==> src/hw/rtl/ogr_pkg.sv <==
// ---------------------------------------------------------------------------
// ogr_pkg: shared types and constants for the occupancy grid ray update
// Transfer structs, operation and register codes, and cell saturation helpers.
// ---------------------------------------------------------------------------
package ogr_pkg;

    // operation codes carried in the mode field
    localparam logic [1:0] MODE_READ = 2'd0;
    localparam logic [1:0] MODE_HIT  = 2'd1;
    localparam logic [1:0] MODE_RAY  = 2'd2;

    // configuration register indexes
    localparam int CFG_IDX_W = 4;
    localparam logic [CFG_IDX_W-1:0] REG_HIT_STEP  = 4'd0;
    localparam logic [CFG_IDX_W-1:0] REG_MISS_STEP = 4'd1;

    localparam int STEP_W  = 7;
    localparam int COORD_W = 16;
    localparam int ERR_W   = 19;

    localparam logic signed [7:0] CELL_MAX = 8'sd127;
    localparam logic signed [7:0] CELL_MIN = -8'sd127;
    localparam logic [15:0] TOUCH_MAX = 16'hFFFF;

    typedef struct packed {
        logic [1:0]                 mode;
        logic signed [COORD_W-1:0]  start_x;
        logic signed [COORD_W-1:0]  start_y;
        logic signed [COORD_W-1:0]  end_x;
        logic signed [COORD_W-1:0]  end_y;
    } ogr_req_t;

    typedef struct packed {
        logic signed [7:0]  cell_value;
        logic               inside_grid;
        logic [15:0]        cells_touched;
    } ogr_rsp_t;

    // current cell of the line walker
    typedef struct packed {
        logic                       active;
        logic                       last;
        logic signed [COORD_W-1:0]  x;
        logic signed [COORD_W-1:0]  y;
    } ogr_walk_t;

    // add with saturation at the upper bound
    function automatic logic signed [7:0] cell_raise(logic signed [7:0] v,
                                                     logic [STEP_W-1:0] step);
        logic signed [8:0] sum;
        sum = $signed({v[7], v}) + $signed({2'b00, step});
        if (sum > 9'sd127)
            return CELL_MAX;
        return sum[7:0];
    endfunction

    // subtract with saturation at the lower bound
    function automatic logic signed [7:0] cell_lower(logic signed [7:0] v,
                                                     logic [STEP_W-1:0] step);
        logic signed [8:0] diff;
        diff = $signed({v[7], v}) - $signed({2'b00, step});
        if (diff < -9'sd127)
            return CELL_MIN;
        return diff[7:0];
    endfunction

endpackage

==> src/hw/rtl/ogr_line_walker.sv <==
// ---------------------------------------------------------------------------
// ogr_line_walker: integer line stepper
// Presents one cell per cycle from start to end, both ends included.
// ---------------------------------------------------------------------------
module ogr_line_walker import ogr_pkg::*; (
    input  logic                      clk,
    input  logic                      rst_n,
    input  logic                      start,
    input  logic signed [COORD_W-1:0] sx,
    input  logic signed [COORD_W-1:0] sy,
    input  logic signed [COORD_W-1:0] ex,
    input  logic signed [COORD_W-1:0] ey,
    output ogr_walk_t                 walk
);

    logic                      active_reg;
    logic signed [COORD_W-1:0] x_reg, y_reg, ex_reg, ey_reg;
    logic signed [ERR_W-1:0]   dx_reg, dy_reg, err_reg;
    logic                      stx_neg_reg, sty_neg_reg;

    logic signed [COORD_W:0]   diff_x, diff_y, abs_x, abs_y;
    logic signed [ERR_W-1:0]   dx_init, dy_init;
    logic signed [ERR_W:0]     e2;
    logic                      step_x, step_y, last;
    logic signed [ERR_W-1:0]   err_next;
    logic signed [COORD_W-1:0] x_next, y_next;

    // line setup from the endpoints
    always_comb
    begin
        diff_x  = $signed({ex[COORD_W-1], ex}) - $signed({sx[COORD_W-1], sx});
        diff_y  = $signed({ey[COORD_W-1], ey}) - $signed({sy[COORD_W-1], sy});
        abs_x   = diff_x[COORD_W] ? -diff_x : diff_x;
        abs_y   = diff_y[COORD_W] ? -diff_y : diff_y;
        dx_init = $signed({3'b000, abs_x[COORD_W-1:0]});
        dy_init = $signed({3'b000, abs_y[COORD_W-1:0]});
    end

    // one error-term line step
    always_comb
    begin
        e2       = {err_reg, 1'b0};
        step_x   = e2 >= -$signed({dy_reg[ERR_W-1], dy_reg});
        step_y   = e2 <= $signed({dx_reg[ERR_W-1], dx_reg});
        err_next = err_reg;
        x_next   = x_reg;
        y_next   = y_reg;
        if (step_x)
        begin
            err_next = err_next - dy_reg;
            x_next   = x_reg + (stx_neg_reg ? -16'sd1 : 16'sd1);
        end
        if (step_y)
        begin
            err_next = err_next + dx_reg;
            y_next   = y_reg + (sty_neg_reg ? -16'sd1 : 16'sd1);
        end
        last = active_reg && (x_reg == ex_reg) && (y_reg == ey_reg);
    end

    // walk control
    always_ff @(posedge clk or negedge rst_n)
    begin
        if (!rst_n)
            active_reg <= 1'b0;
        else if (start)
            active_reg <= 1'b1;
        else if (last)
            active_reg <= 1'b0;
    end

    // position and error terms
    always_ff @(posedge clk)
    begin
        if (start)
        begin
            x_reg       <= sx;
            y_reg       <= sy;
            ex_reg      <= ex;
            ey_reg      <= ey;
            dx_reg      <= dx_init;
            dy_reg      <= dy_init;
            err_reg     <= dx_init - dy_init;
            stx_neg_reg <= !(sx < ex);
            sty_neg_reg <= !(sy < ey);
        end
        else if (active_reg && !last)
        begin
            x_reg   <= x_next;
            y_reg   <= y_next;
            err_reg <= err_next;
        end
    end

    always_comb
    begin
        walk.active = active_reg;
        walk.last   = last;
        walk.x      = x_reg;
        walk.y      = y_reg;
    end

endmodule

==> config.mk <==
export PLATFORM = sky130hd
export DESIGN_NAME = ogr_line_walker
export DESIGN_NICKNAME = d
export VERILOG_FILES = /design/src/hw/rtl/ogr_pkg.sv /design/src/hw/rtl/ogr_line_walker.sv
export SDC_FILE = /design/constraint.sdc
export NUM_CORES = 1
export LEC_CHECK = 0
export ABC_CLOCK_PERIOD_IN_PS = 9000
export BUFFER_PORTS_ARGS = -buffer_cell sky130_fd_sc_hd__buf_2
export CORE_MARGIN = 4
export CORE_UTILIZATION = 62
export DETAILED_ROUTE_END_ITERATION = 8
export PLACE_DENSITY_LB_ADDON = 0.2
export SKIP_LAST_GASP = 1
export SYNTH_ARGS = -nofsm -noshare
export SYNTH_HDL_FRONTEND = slang
export SYNTH_SLANG_ARGS = --single-unit
==> constraint.sdc <==
create_clock -name clk -period 9 [get_ports clk]
set_clock_uncertainty 0.05 [all_clocks]
set_input_delay 1.35 -clock clk [delete_from_list [all_inputs] [get_ports clk]]
set_output_delay 1.35 -clock clk [all_outputs]
set_load 0.02 [all_outputs]
### Word-level counts from Yosys, hierarchy flattened

Cells that the tools add are included.

* reductions and logical operators: 12
* add/sub/neg operators: 10
* magnitude comparators: 4
* multiplexer cells: 16
* eq/ne operators: 2

Operator list (count)
* two-way mux 16 bit: 10
* two-way mux 19 bit: 4
* subtractor 16 x 16 -> 17 bit: 3
* adder 16 bit: 2
* == test 16 bit: 2
* < comparator 16 bit: 2
* negator 16 bit: 2
* greater-or-equal comparator 20 bit: 1
* less-or-equal comparator 20 x 17 -> 1 bit: 1
* negator 16 -> 20 bit: 1
* adder 19 x 17 -> 19 bit: 1
* subtractor 19 x 17 -> 19 bit: 1
* nonzero test 2 bit: 4
* AND reduction 2 bit: 2
* logical AND 1 bit: 3
* zero test 1 bit: 3
* two-way mux 1 bit: 2

* flip-flop bits (word level): 118

### Depth between registers and ports, before layout

Gate-level depths: netlist of run 1.

* depth in word-level cells: 7
* gate-level depth with buffers: 29
* mapped depth without buffers: 26

### Worst setup path after synthesis of run 1

No wires, ideal clock.

* path type: register -> register
* start point: register dy_reg[1]
* end point: register err_reg[18], data pin
* clock period less this slack: 6.326 ns
* arrival time: 6.011 ns
* required time: 8.685 ns
* stages on the path, launching flop included: 28
* slack: 2.674 ns
* buffers on the path: 3
* cell sequence: edfxtp_1 -> inv_1 -> ha_1 -> inv_1 -> nor4_1 -> nand2_1 -> nor2_1 -> xnor2_1 -> ha_1 -> nand4_1 -> a211oi_1 -> o41ai_1 -> and3_1 -> clkbuf_1 -> clkbuf_1 -> clkbuf_1 -> o21ai_0 -> ha_1 -> fa_1 -> a21oi_1 -> o21ai_1 -> a2111oi_1 -> nor4_1 -> o311ai_1 -> a21o_1 -> a21oi_1 -> and4_1 -> or3_1

* cells in the longest elaborated chain, start to end: 7

Ends and longest elaborated chain
* start: declaration: RTL line ogr_line_walker.sv:18 `logic signed [ERR_W-1:0] dx_reg, dy_reg, err_reg;`
* start signal: assignment: RTL line ogr_line_walker.sv:82 `dy_reg <= dy_init;`
* negator 16 -> 20 bit: RTL line ogr_line_walker.sv:43 `step_x = e2 >= -$signed({dy_reg[ERR_W-1], dy_reg});`
* greater-or-equal comparator 20 bit: RTL line ogr_line_walker.sv:43
* two-way mux 19 bit (*): RTL line ogr_line_walker.sv:48 `if (step_x)`
* adder 19 x 17 -> 19 bit: RTL line ogr_line_walker.sv:55 `err_next = err_next + dx_reg;`
* two-way mux 19 bit (*): RTL line ogr_line_walker.sv:53 `if (step_y)`
* two-way mux 19 bit (*): RTL line ogr_line_walker.sv:87 `else if (active_reg && !last)`
* two-way mux 19 bit (*): RTL line ogr_line_walker.sv:75 `if (start)`
* end signal: assignment: RTL line ogr_line_walker.sv:83 `err_reg <= dx_init - dy_init;`
* end signal: assignment: RTL line ogr_line_walker.sv:91 `err_reg <= err_next;`
* end: declaration: RTL line ogr_line_walker.sv:18

Every way passes the cells marked *; elsewhere a longest branch is shown, timed or not. The select of a mux whose other input is x is not followed.
A chain may end at the register's enable or synchronous reset.

### Worst setup path in the final report of run 1

Same ends and word-level chain as after synthesis.

==> flow_summary_export.csv, run 1 <==
group,metric,value,unit
placed_design,dpl.cell_count,1695,
floorplanning,rows,50,
synthesis,ys.flop_type,"edfxtp_1",
layout,insertedDiodeCount,0,
setup_path,critPathLaunch,"dy_reg[1]",
drt,ant_nets,0,
clocking,cts.sinks,118,
synthesis,synth_edf_count,117,
setup_path,r2r_start,"dy_reg[1]",
setup_path,critical_path_required,9.11,ns
drt,vias_per_cell,6.15,
clocking,clk_pin_slew_worst_paths,0.06,ns
floorplanning,die_x,148,µm
global_route,grt_max_degree,77,
synthesis,yosys_warnings,0,
placed_design,dp_hpwl,24.9,mm
drt,dr.pass1.iters,5,
setup_path,crit_fanout,34,
synthesis,synth_area_leaders,"edfxtp_1 29%, ha_1 15%, xnor2_1 7.6%",
synthesis,synth_nets,1577,
synthesis,ys_types,86,
layout,area_growth,11.1,%
setup_path,crit_path_start_kind,"flip-flop",
power,p_per_area,371,nW/µm²
global_route,overflow,0,
clocking,h-tree-depth,4,
synthesis,synth_xor_area_share,11.6,%
setup_path,criticalPathCategory,"flip-flop to flip-flop",
power,p_leak,5.89,nW
global_route,grt_pass1_wl,51.6,mm
global_route,groute.usage.overall,29.2,%
clocking,cts_buffers,17,
setup_path,cp.arrival,7.15,ns
placed_design,port_buffers,100,
clocking,cts_setup_buffers,0,
drt,num_vias,10600,
clocking,cts_tree,"done",
timing,rsz0062_at_grt,"false",
layout,largest_reg_flops,19,
min_path,min-delay-start,"y_reg[0]",
drt,drc,0,
timing,max_slew_margin,39.2,%
floorplanning,fp.dieH,148,µm
setup_path,end_kind,"flip-flop",
setup_path,path_delay_family,"simple AND/OR/NAND/NOR gates",
clocking,cts-hold-fix-buffers,0,
min_path,hp-class,"flip-flop to flip-flop",
layout,drive_above_1_share,11.0,%
layout,fin_cells,1727,
synthesis,yosys-top-cells-count,"146 x ha_1, 117 x edfxtp_1, 112 x inv_1",
synthesis,ys_seq_area_share,29.1,%
timing,fmax,142,MHz
floorplanning,io_pins,101,
floorplanning,coreArea,19000,µm²
timing,setup_viol,0,
drt,wl_per_cell,18.4,µm
layout,fin_nets,1674,
setup_path,crit_top_cell,"nor4_1",
synthesis,synth.most_common_cell,"ha_1",
run_status,outcome,"finished clean",
setup_path,worstPathCellList,"inv_1 -> ha_1 -> inv_1 -> nor4_1 -> nand2_1 -> nor4_1 -> ha_1 -> nand4_1 -> a211oi_1 -> o41ai_1 -> and3_1 -> buf_4 -> mux2_2 -> fa_1 -> a21oi_1 -> o21ai_1 -> a2111oi_1 -> nor4_1 -> o311ai_1 -> a21o_1 -> a21oi_1 -> and4_1 -> or3_1",
clocking,clk_latency,0.42,ns
clocking,cts-root-buf,"clkbuf_16",
synthesis,synthSimpleGateAreaFrac,16.7,%
synthesis,synth_top_family_by_area,"compound AO/OA/AOI/OAI gates",
run,drv_cap,0,
clocking,cts_resized,0,
timing,period_share,78.2,%
power,peakVddDrop,0.000223,V
global_route,first_global_vias,10300,
setup_path,critical-path-max-stage-delay,0.76,ns
global_route,antenna_found_initial,0,
synthesis,yosys_register_bits,118,
placed_design,gp_congestion,0.939,
synthesis,synthMuxAreaShare,1.64,%
timing,slew_viol_final,0,
floorplanning,die-area,21900,µm²
synthesis,ys_async_sr_fraction,0.847,%
timing,tns,0,ns
timing,period_needed,7.04,ns
setup_path,cp_slowest_cell,"a2111oi_1",
timing,finalHoldViolations,0,
timing,worstMarginPinSlew,0.910,ns
synthesis,synth_fa_ha_area_share,16.2,%
drt,wl,31.8,mm
synthesis,synthCells,1357,
clocking,clockBufferDepth,2,
synthesis,yosysTopAreaCellShare,28.9,%
synthesis,synth_compound_area_share,20.3,%
drt,drt_iter0_drc,850,
synthesis,netlist_area,12200,µm²
synthesis,avgSynthCellArea,8.96,µm²
setup_path,critPathBufInv,3,
synthesis,synth_area_leader_cell,"edfxtp_1",
power,power.total,0.00501,W
floorplanning,start_util,64.0,%
==> per-stage QoR <==
step                utilization (%)  setup slack [ns]  area, µm²  hold slack [ns]
floorplan                         -              2.67      12200            0.555
global placement               67.9              2.33      12900            0.645
detailed placement             67.9              2.10      12900            0.656
CTS                            71.1              2.08      13500            0.651
global route                   71.1              1.49      13500            0.654
finish                         71.1              1.96      13500            0.659
==> power by group <==
group	internal (W)	switching (W)
clock network	0.000456	0.000247
registers	0.000865	0.000204
logic	0.00139	0.00185
total	0.00271	0.00230
==> final timing paths <==
check / endpoint / slack, ns / cells after the start
hold reg to reg: y_reg[0] / 0.66 / 1
max in group asynchronous: active_reg / 8.12 / 1
setup / recovery: err_reg[18] / 1.96 / 23
hold / removal: y_reg[0] / 0.66 / 1
min in group asynchronous: active_reg / 0.67 / 1
setup reg to reg: err_reg[18] / 1.96 / 23
==> worst reg2reg max path: stages, from the launching register on <==
cell	delay [ns]
edfxtp_1	0.42
inv_1	0.16
ha_1	0.25
inv_1	0.08
nor4_1	0.73
nand2_1	0.23
nor4_1	0.24
ha_1	0.30
nand4_1	0.12
a211oi_1	0.08
o41ai_1	0.32
and3_1	0.20
buf_4	0.30
mux2_2	0.43
fa_1	0.44
a21oi_1	0.19
o21ai_1	0.12
a2111oi_1	0.76
nor4_1	0.23
o311ai_1	0.34
a21o_1	0.17
a21oi_1	0.06
and4_1	0.21
or3_1	0.35
==> logic make-up after synthesis <==
logic type               count (synthesis)
AO/OA/AOI/OAI                          370
XOR/XNOR                               161
adder cells (fa/ha/maj)                153
buffers and inverters                  141
flip-flops                             118
multiplexers                            19
AND/OR/NAND/NOR                        395
==> cell usage in the layout (no fill, tap or decap), drive strengths merged, types with 12 or more instances in the layout <==
cell,count
nor2,73
nand2b,23
clkbuf,19
or3,17
and3,16
ha,146
nor2b,19
mux2i,12
o21ai,100
buf,106
nor4,17
a211oi,17
edfxtp,117
o21a,27
xor2,55
xnor2,106
inv,112
a21oi,76
nor3,37
o31ai,18
nand3,29
a21o,41
nand2,103
nand4,17
==> cell type report <==
| type | instances | area, µm² |
|---|---|---|
| clock buffer | 19 | 433 |
| fill | 1541 | 5500 |
| inverter | 113 | 424 |
| sequential | 118 | 3540 |
| tap | 260 | 325 |
| clock inverter | 13 | 161 |
| multi-input combinational | 1098 | 8080 |
| timing repair buffer | 106 | 548 |
==> metal layers <==
| metal | wire length, µm | share of wire, % | up-vias | global-route usage, % |
|---|---|---|---|---|
| met3 | 2050 | 6.5 | 50 | 4.08 |
| met1 | 13800 | 43 | 5001 | 39.0 |
| li1 | - | - | 5205 | - |
| met5 | 0 | 0 | - | 0 |
| met4 | 835 | 2.6 | 0 | 9.42 |
| met2 | 15100 | 47 | 357 | 49.3 |
No activity file was read; power rests on OpenSTA's default activity.
==> inputs of run 2 (changes only) <==
--- a/config.mk
+++ b/config.mk
@@ -5,7 +5,7 @@
 export SDC_FILE = /design/constraint.sdc
 export NUM_CORES = 1
 export LEC_CHECK = 0
-export ABC_CLOCK_PERIOD_IN_PS = 9000
+export ABC_CLOCK_PERIOD_IN_PS = 6900
 export BUFFER_PORTS_ARGS = -buffer_cell sky130_fd_sc_hd__buf_2
 export CORE_MARGIN = 4
 export CORE_UTILIZATION = 62
==> constraint.sdc (replaced) <==
create_clock -name clk -period 6.9 [get_ports clk]
set_clock_uncertainty 0.05 [all_clocks]
set_input_delay 1.035 -clock clk [delete_from_list [all_inputs] [get_ports clk]]
set_output_delay 1.035 -clock clk [all_outputs]
set_load 0.02 [all_outputs]
==> run 2 against run 1 <==
  * Die area stayed put
  * Wire length increased by 3.7%
  * Non-clock buffer count rose by 3
  * Critical endpoint unchanged
  * Count of clock-buffer cells in the layout increased by 2
  * First-iteration DRC count decreased by 3.1%
  * Maximum frequency is 8.9% higher
==> flow_summary_export.csv, run 2 (synthesis results as in run 1) <==
group,metric,value,unit
floorplanning,die_x,148,µm
drt,vias_per_cell,6.23,
setup_path,cp_slowest_cell,"edfxtp_1",
setup_path,r2r_start,"dy_reg[1]",
setup_path,criticalPathCategory,"flip-flop to flip-flop",
setup_path,path_delay_family,"compound AO/OA/AOI/OAI gates",
clocking,cts.sinks,118,
drt,drc,0,
layout,drive_above_1_share,11.4,%
setup_path,crit_fanout,10,
clocking,clockBufferDepth,2,
placed_design,dp_hpwl,25.7,mm
setup_path,critPathLaunch,"dy_reg[1]",
setup_path,path_depth,24,
run_status,outcome,"finished clean",
drt,wl_per_cell,19.0,µm
setup_path,critical_path_required,7.02,ns
clocking,cts_tree,"done",
placed_design,port_buffers,100,
layout,insertedDiodeCount,0,
floorplanning,io_pins,101,
clocking,cts_setup_buffers,0,
layout,final_cell_mix,"146 x ha_1, 117 x edfxtp_1, 112 x inv_1",
timing,max_slew_margin,37.7,%
clocking,cts_buffers,17,
power,p_per_area,484,nW/µm²
clocking,cts-hold-fix-buffers,0,
timing,period_needed,6.46,ns
setup_path,critical-path-max-stage-delay,0.48,ns
floorplanning,rows,50,
setup_path,cp.arrival,6.58,ns
timing,finalHoldViolations,0,
placed_design,place_area,12900,µm²
placed_design,gp_congestion,0.921,
drt,num_vias,10800,
timing,setup_viol,0,
drt,ant_nets,0,
setup_path,crit_top_cell,"nor4_1",
clocking,cts-root-buf,"clkbuf_16",
drt,wl,32.9,mm
drt,dr.pass1.iters,5,
global_route,grt_pass1_wl,53.4,mm
floorplanning,fp.dieH,148,µm
timing,period_share,93.6,%
layout,final_common_cell,"ha_1",
clocking,cts_resized,0,
global_route,groute.usage.overall,30.3,%
layout,postLayoutCellArea,13500,µm²
timing,tns,0,ns
run,drv_cap,0,
layout,fillers,1516,
layout,area_growth,11.1,%
timing,slew_viol_final,0,
setup_path,crit_path_start_kind,"flip-flop",
clocking,clk_latency,0.43,ns
setup_path,end_kind,"flip-flop",
global_route,antenna_found_initial,0,
setup_path,r2r_slack,0.44,ns
setup_path,worstPathCellList,"inv_1 -> ha_1 -> inv_1 -> nor4_1 -> buf_4 -> nand2_1 -> nor4_1 -> ha_1 -> nand4_1 -> a211oi_1 -> o41ai_1 -> and3_2 -> mux2_2 -> fa_1 -> a21oi_1 -> o21ai_1 -> a2111oi_1 -> buf_4 -> nor4_1 -> o311ai_1 -> a21o_1 -> a21oi_1 -> and4_1 -> or3_1",
power,p_leak,5.90,nW
setup_path,critPathBufInv,4,
drt,drt_iter0_drc,824,
setup_path,endpoint,"err_reg[18]",
timing,fmax,155,MHz
floorplanning,coreArea,19000,µm²
clocking,clk_pin_slew_worst_paths,0.06,ns
setup_path,r2r_end,"err_reg[18]",
global_route,first_global_vias,10600,
global_route,overflow,0,
timing,worstMarginPinSlew,0.934,ns
timing,rsz0062_at_grt,"false",
setup_path,rr_worst_depth,24,
power,peakVddDrop,0.000253,V
floorplanning,start_util,64.0,%
floorplanning,die-area,21900,µm²
min_path,hp-class,"primary input to asynchronous set/reset pin",
layout,largest_reg_flops,19,
layout,fin_nets,1677,
clocking,h-tree-depth,4,
global_route,grt_max_degree,86,
[run 2: how the worst min path moves through the flow]
stage,end,start
2_1_floorplan,active_reg,active_reg
3_3_place_gp,y_reg[0],y_reg[0]
6_report,active_reg,rst_n
3_5_place_dp,y_reg[0],y_reg[0]
5_1_grt,active_reg,rst_n
4_1_cts,active_reg,rst_n
[run 2: per-layer routing]
layer	vias up	global-route usage (%)	part of all wire (%)
met1	5063	39.1	43
met4	0	10.9	2.9
met2	422	51.4	48
met3	68	5.09	6.3
li1	5217	-	-
met5	-	0	0
[run 2: final cells by class]
| class | instances | area (µm²) | share of cell area, % |
|---|---|---|---|
| Inverter | 113 | 424 | 3.14 |
| Timing Repair Buffer | 109 | 571 | 4.22 |
| Sequential cell | 118 | 3540 | 26.2 |
| Tap cell | 260 | 325 | 2.41 |
| Clock inverter | 11 | 133 | 0.981 |
| Clock buffer | 21 | 440 | 3.26 |
| Multi-Input combinational cell | 1098 | 8090 | 59.8 |
[run 2: metrics by stage]
step           utilization, %  hold WS (ns)  total power (W)  setup slack (ns)  std cells
4_1_cts                  71.1         0.331          0.00649             0.422       1730
2_1_floorplan               -         0.555          0.00455             0.574       1357
5_1_grt                  71.1         0.326          0.00710            0.0603       1730
3_3_place_gp             68.1         0.650          0.00545             0.491       1698
3_5_place_dp             68.1         0.639          0.00556             0.497       1698
6_report                 71.1         0.334          0.00655             0.439       1730
[run 2: power by group]
group | switching [W] | internal [W]
registers | 0.000272 | 0.00113
clock network | 0.000330 | 0.000562
logic | 0.00243 | 0.00182
==> inputs of run 3 (changes only) <==
--- a/config.mk
+++ b/config.mk
@@ -6,11 +6,11 @@
 export NUM_CORES = 1
 export LEC_CHECK = 0
 export ABC_CLOCK_PERIOD_IN_PS = 6900
-export BUFFER_PORTS_ARGS = -buffer_cell sky130_fd_sc_hd__buf_2
 export CORE_MARGIN = 4
-export CORE_UTILIZATION = 62
+export CORE_UTILIZATION = 63
 export DETAILED_ROUTE_END_ITERATION = 8
-export PLACE_DENSITY_LB_ADDON = 0.2
+export DONT_BUFFER_PORTS = 1
+export PLACE_DENSITY = 0.76
 export SKIP_LAST_GASP = 1
 export SYNTH_ARGS = -nofsm -noshare
 export SYNTH_HDL_FRONTEND = slang
==> run 3 against run 2 <==
  * Combinational power decreased by 7.3%
  * Non-clock buffer count fell by 103
  * Worst hold slack got worse by 0.081 ns
  * Worst setup slack gained 0.12 ns
  * Critical path depth unchanged
  * Sequential cell count stayed put
  * Global-route usage is 1.5 points lower
  * Die area is 1.5% lower
  * First-iteration DRC count shrank 27%
  * Wire length fell by 6.2%
  * Maximum frequency is 1.9% higher
  * Critical path type unchanged
  * Critical endpoint unchanged
==> flow_summary_export.csv, run 3 (synthesis results as in run 1) <==
group,metric,value,unit
timing,period_needed,6.34,ns
layout,area_growth,6.29,%
floorplanning,die-area,21600,µm²
clocking,cts_setup_buffers,0,
drt,ant_nets,0,
clocking,clockBufferDepth,2,
layout,seq_area,3540,µm²
timing,worstMarginPinSlew,0.920,ns
clocking,cts_tree,"done",
setup_path,end_kind,"flip-flop",
global_route,first_global_vias,10100,
setup_path,cp.arrival,6.46,ns
timing,period_share,91.9,%
timing,finalHoldViolations,0,
drt,wl_per_cell,19.0,µm
floorplanning,coreArea,18800,µm²
drt,wl,30.9,mm
drt,drc,0,
global_route,groute.usage.overall,28.8,%
floorplanning,fp.dieH,147,µm
drt,dr.pass1.iters,5,
layout,largest_reg_flops,19,
setup_path,rr_worst_depth,24,
setup_path,critical_path_required,7.02,ns
setup_path,crit_path_start_kind,"flip-flop",
drt,num_vias,10100,
global_route,antenna_found_initial,0,
clocking,cts.sinks,118,
timing,slew_viol_final,0,
layout,final_cell_mix,"146 x ha_1, 117 x edfxtp_1, 112 x inv_1",
clocking,h-tree-depth,4,
timing,setup_viol,0,
layout,final_common_cell,"ha_1",
setup_path,r2r_slack,0.56,ns
clocking,clk_latency,0.43,ns
layout,fin_nets,1574,
clocking,clk_pin_slew_worst_paths,0.06,ns
global_route,grt_max_degree,159,
setup_path,crit_fanout,27,
power,p_leak,5.46,nW
drt,vias_per_cell,6.23,
floorplanning,die_x,147,µm
floorplanning,rows,50,
min_path,hp-class,"primary input to asynchronous set/reset pin",
power,p_per_area,484,nW/µm²
global_route,grt_pass1_wl,50.5,mm
setup_path,criticalPathCategory,"flip-flop to flip-flop",
run_status,outcome,"finished clean",
power,power.total,0.00627,W
power,peakVddDrop,0.000290,V
floorplanning,start_util,64.6,%
global_route,overflow,0,
clocking,cts-root-buf,"clkbuf_16",
setup_path,r2r_start,"dy_reg[1]",
drt,drt_iter0_drc,598,
layout,fillers,1506,
setup_path,r2r_end,"err_reg[18]",
layout,insertedDiodeCount,0,
run,drv_cap,0,
clocking,cts_buffers,17,
placed_design,port_buffers,0,
floorplanning,io_pins,101,
layout,multiInputGateArea,8090,µm²
placed_design,dp_hpwl,24.3,mm
timing,tns,0,ns
timing,fmax,158,MHz
layout,drive_above_1_share,4.61,%
placed_design,gp_congestion,0.929,
timing,max_slew_margin,37.1,%
run 3: repair_timing:
action,CTS,global route
endpoints found under the hold margin,0,0
resized for setup,0,1
hold buffers,0,0
setup endpoints to repair,0,1
run 3: metrics by stage:
step | cells | instance area, µm² | util (%) | hold slack [ns] | setup WS (ns)
floorplan | 1357 | 12200 | - | 0.555 | 0.574
global placement | 1595 | 12400 | 65.9 | 0.689 | 0.582
detailed placement | 1595 | 12400 | 65.9 | 0.689 | 0.443
CTS | 1627 | 12900 | 68.6 | 0.245 | 0.418
global route | 1627 | 12900 | 68.7 | 0.240 | -0.0714
finish | 1627 | 12900 | 68.7 | 0.253 | 0.557
run 3: report_power, final:
group          switching, W  internal, W
Sequential         0.000401      0.00113
Combinational       0.00221      0.00173
Clock              0.000320     0.000473
run 3: cell type report:
type                    instances  share of cell area, %
multi-input cells            1098                   62.6
repair buffers                  6                  0.348
inverters                     113                   3.28
clock buffers                  26                   3.71
well taps                     260                   2.52
clock inverters                 6                  0.232
flip-flops and latches        118                   27.4
run 3: per-layer routing:
| layer | global-route usage, % | wire [µm] | up-vias |
|---|---|---|---|
| li1 | - | - | 5005 |
| met1 | 37.0 | 13100 | 4760 |
| met2 | 49.1 | 14900 | 328 |
| met3 | 6.29 | 2280 | 48 |
| met4 | 7.92 | 622 | 0 |
| met5 | 0 | 0 | - |
run 3: worst max-delay path by stage:
stage	from	endpoint	slack [ns]	depth (start not counted)
2_1_floorplan	dy_reg[1]	err_reg[18]	0.57	27
3_3_place_gp	dy_reg[1]	err_reg[18]	0.58	23
3_5_place_dp	dy_reg[1]	err_reg[18]	0.44	24
4_1_cts	dy_reg[1]	err_reg[18]	0.42	24
5_1_grt	dy_reg[1]	err_reg[18]	-0.07	24
6_report	dy_reg[1]	err_reg[18]	0.56	24
run 3: worst max-delay path, cell delays in order (launching register included):
cell and delay, ns:
edfxtp_1 0.42, inv_1 0.15, ha_1 0.24, inv_1 0.07, nor4_1 0.28, buf_4 0.18
nand2_1 0.10, nor4_1 0.22, ha_1 0.29, nand4_1 0.13, a211oi_1 0.08, o41ai_1 0.42
and3_1 0.39, buf_4 0.33, o21ai_0 0.17, ha_1 0.34, a21oi_1 0.20, o21ai_1 0.15
a2111oi_2 0.54, nor4_1 0.17, o311ai_1 0.34, a21o_1 0.17, a21oi_1 0.06, and4_1 0.22
or3_1 0.34
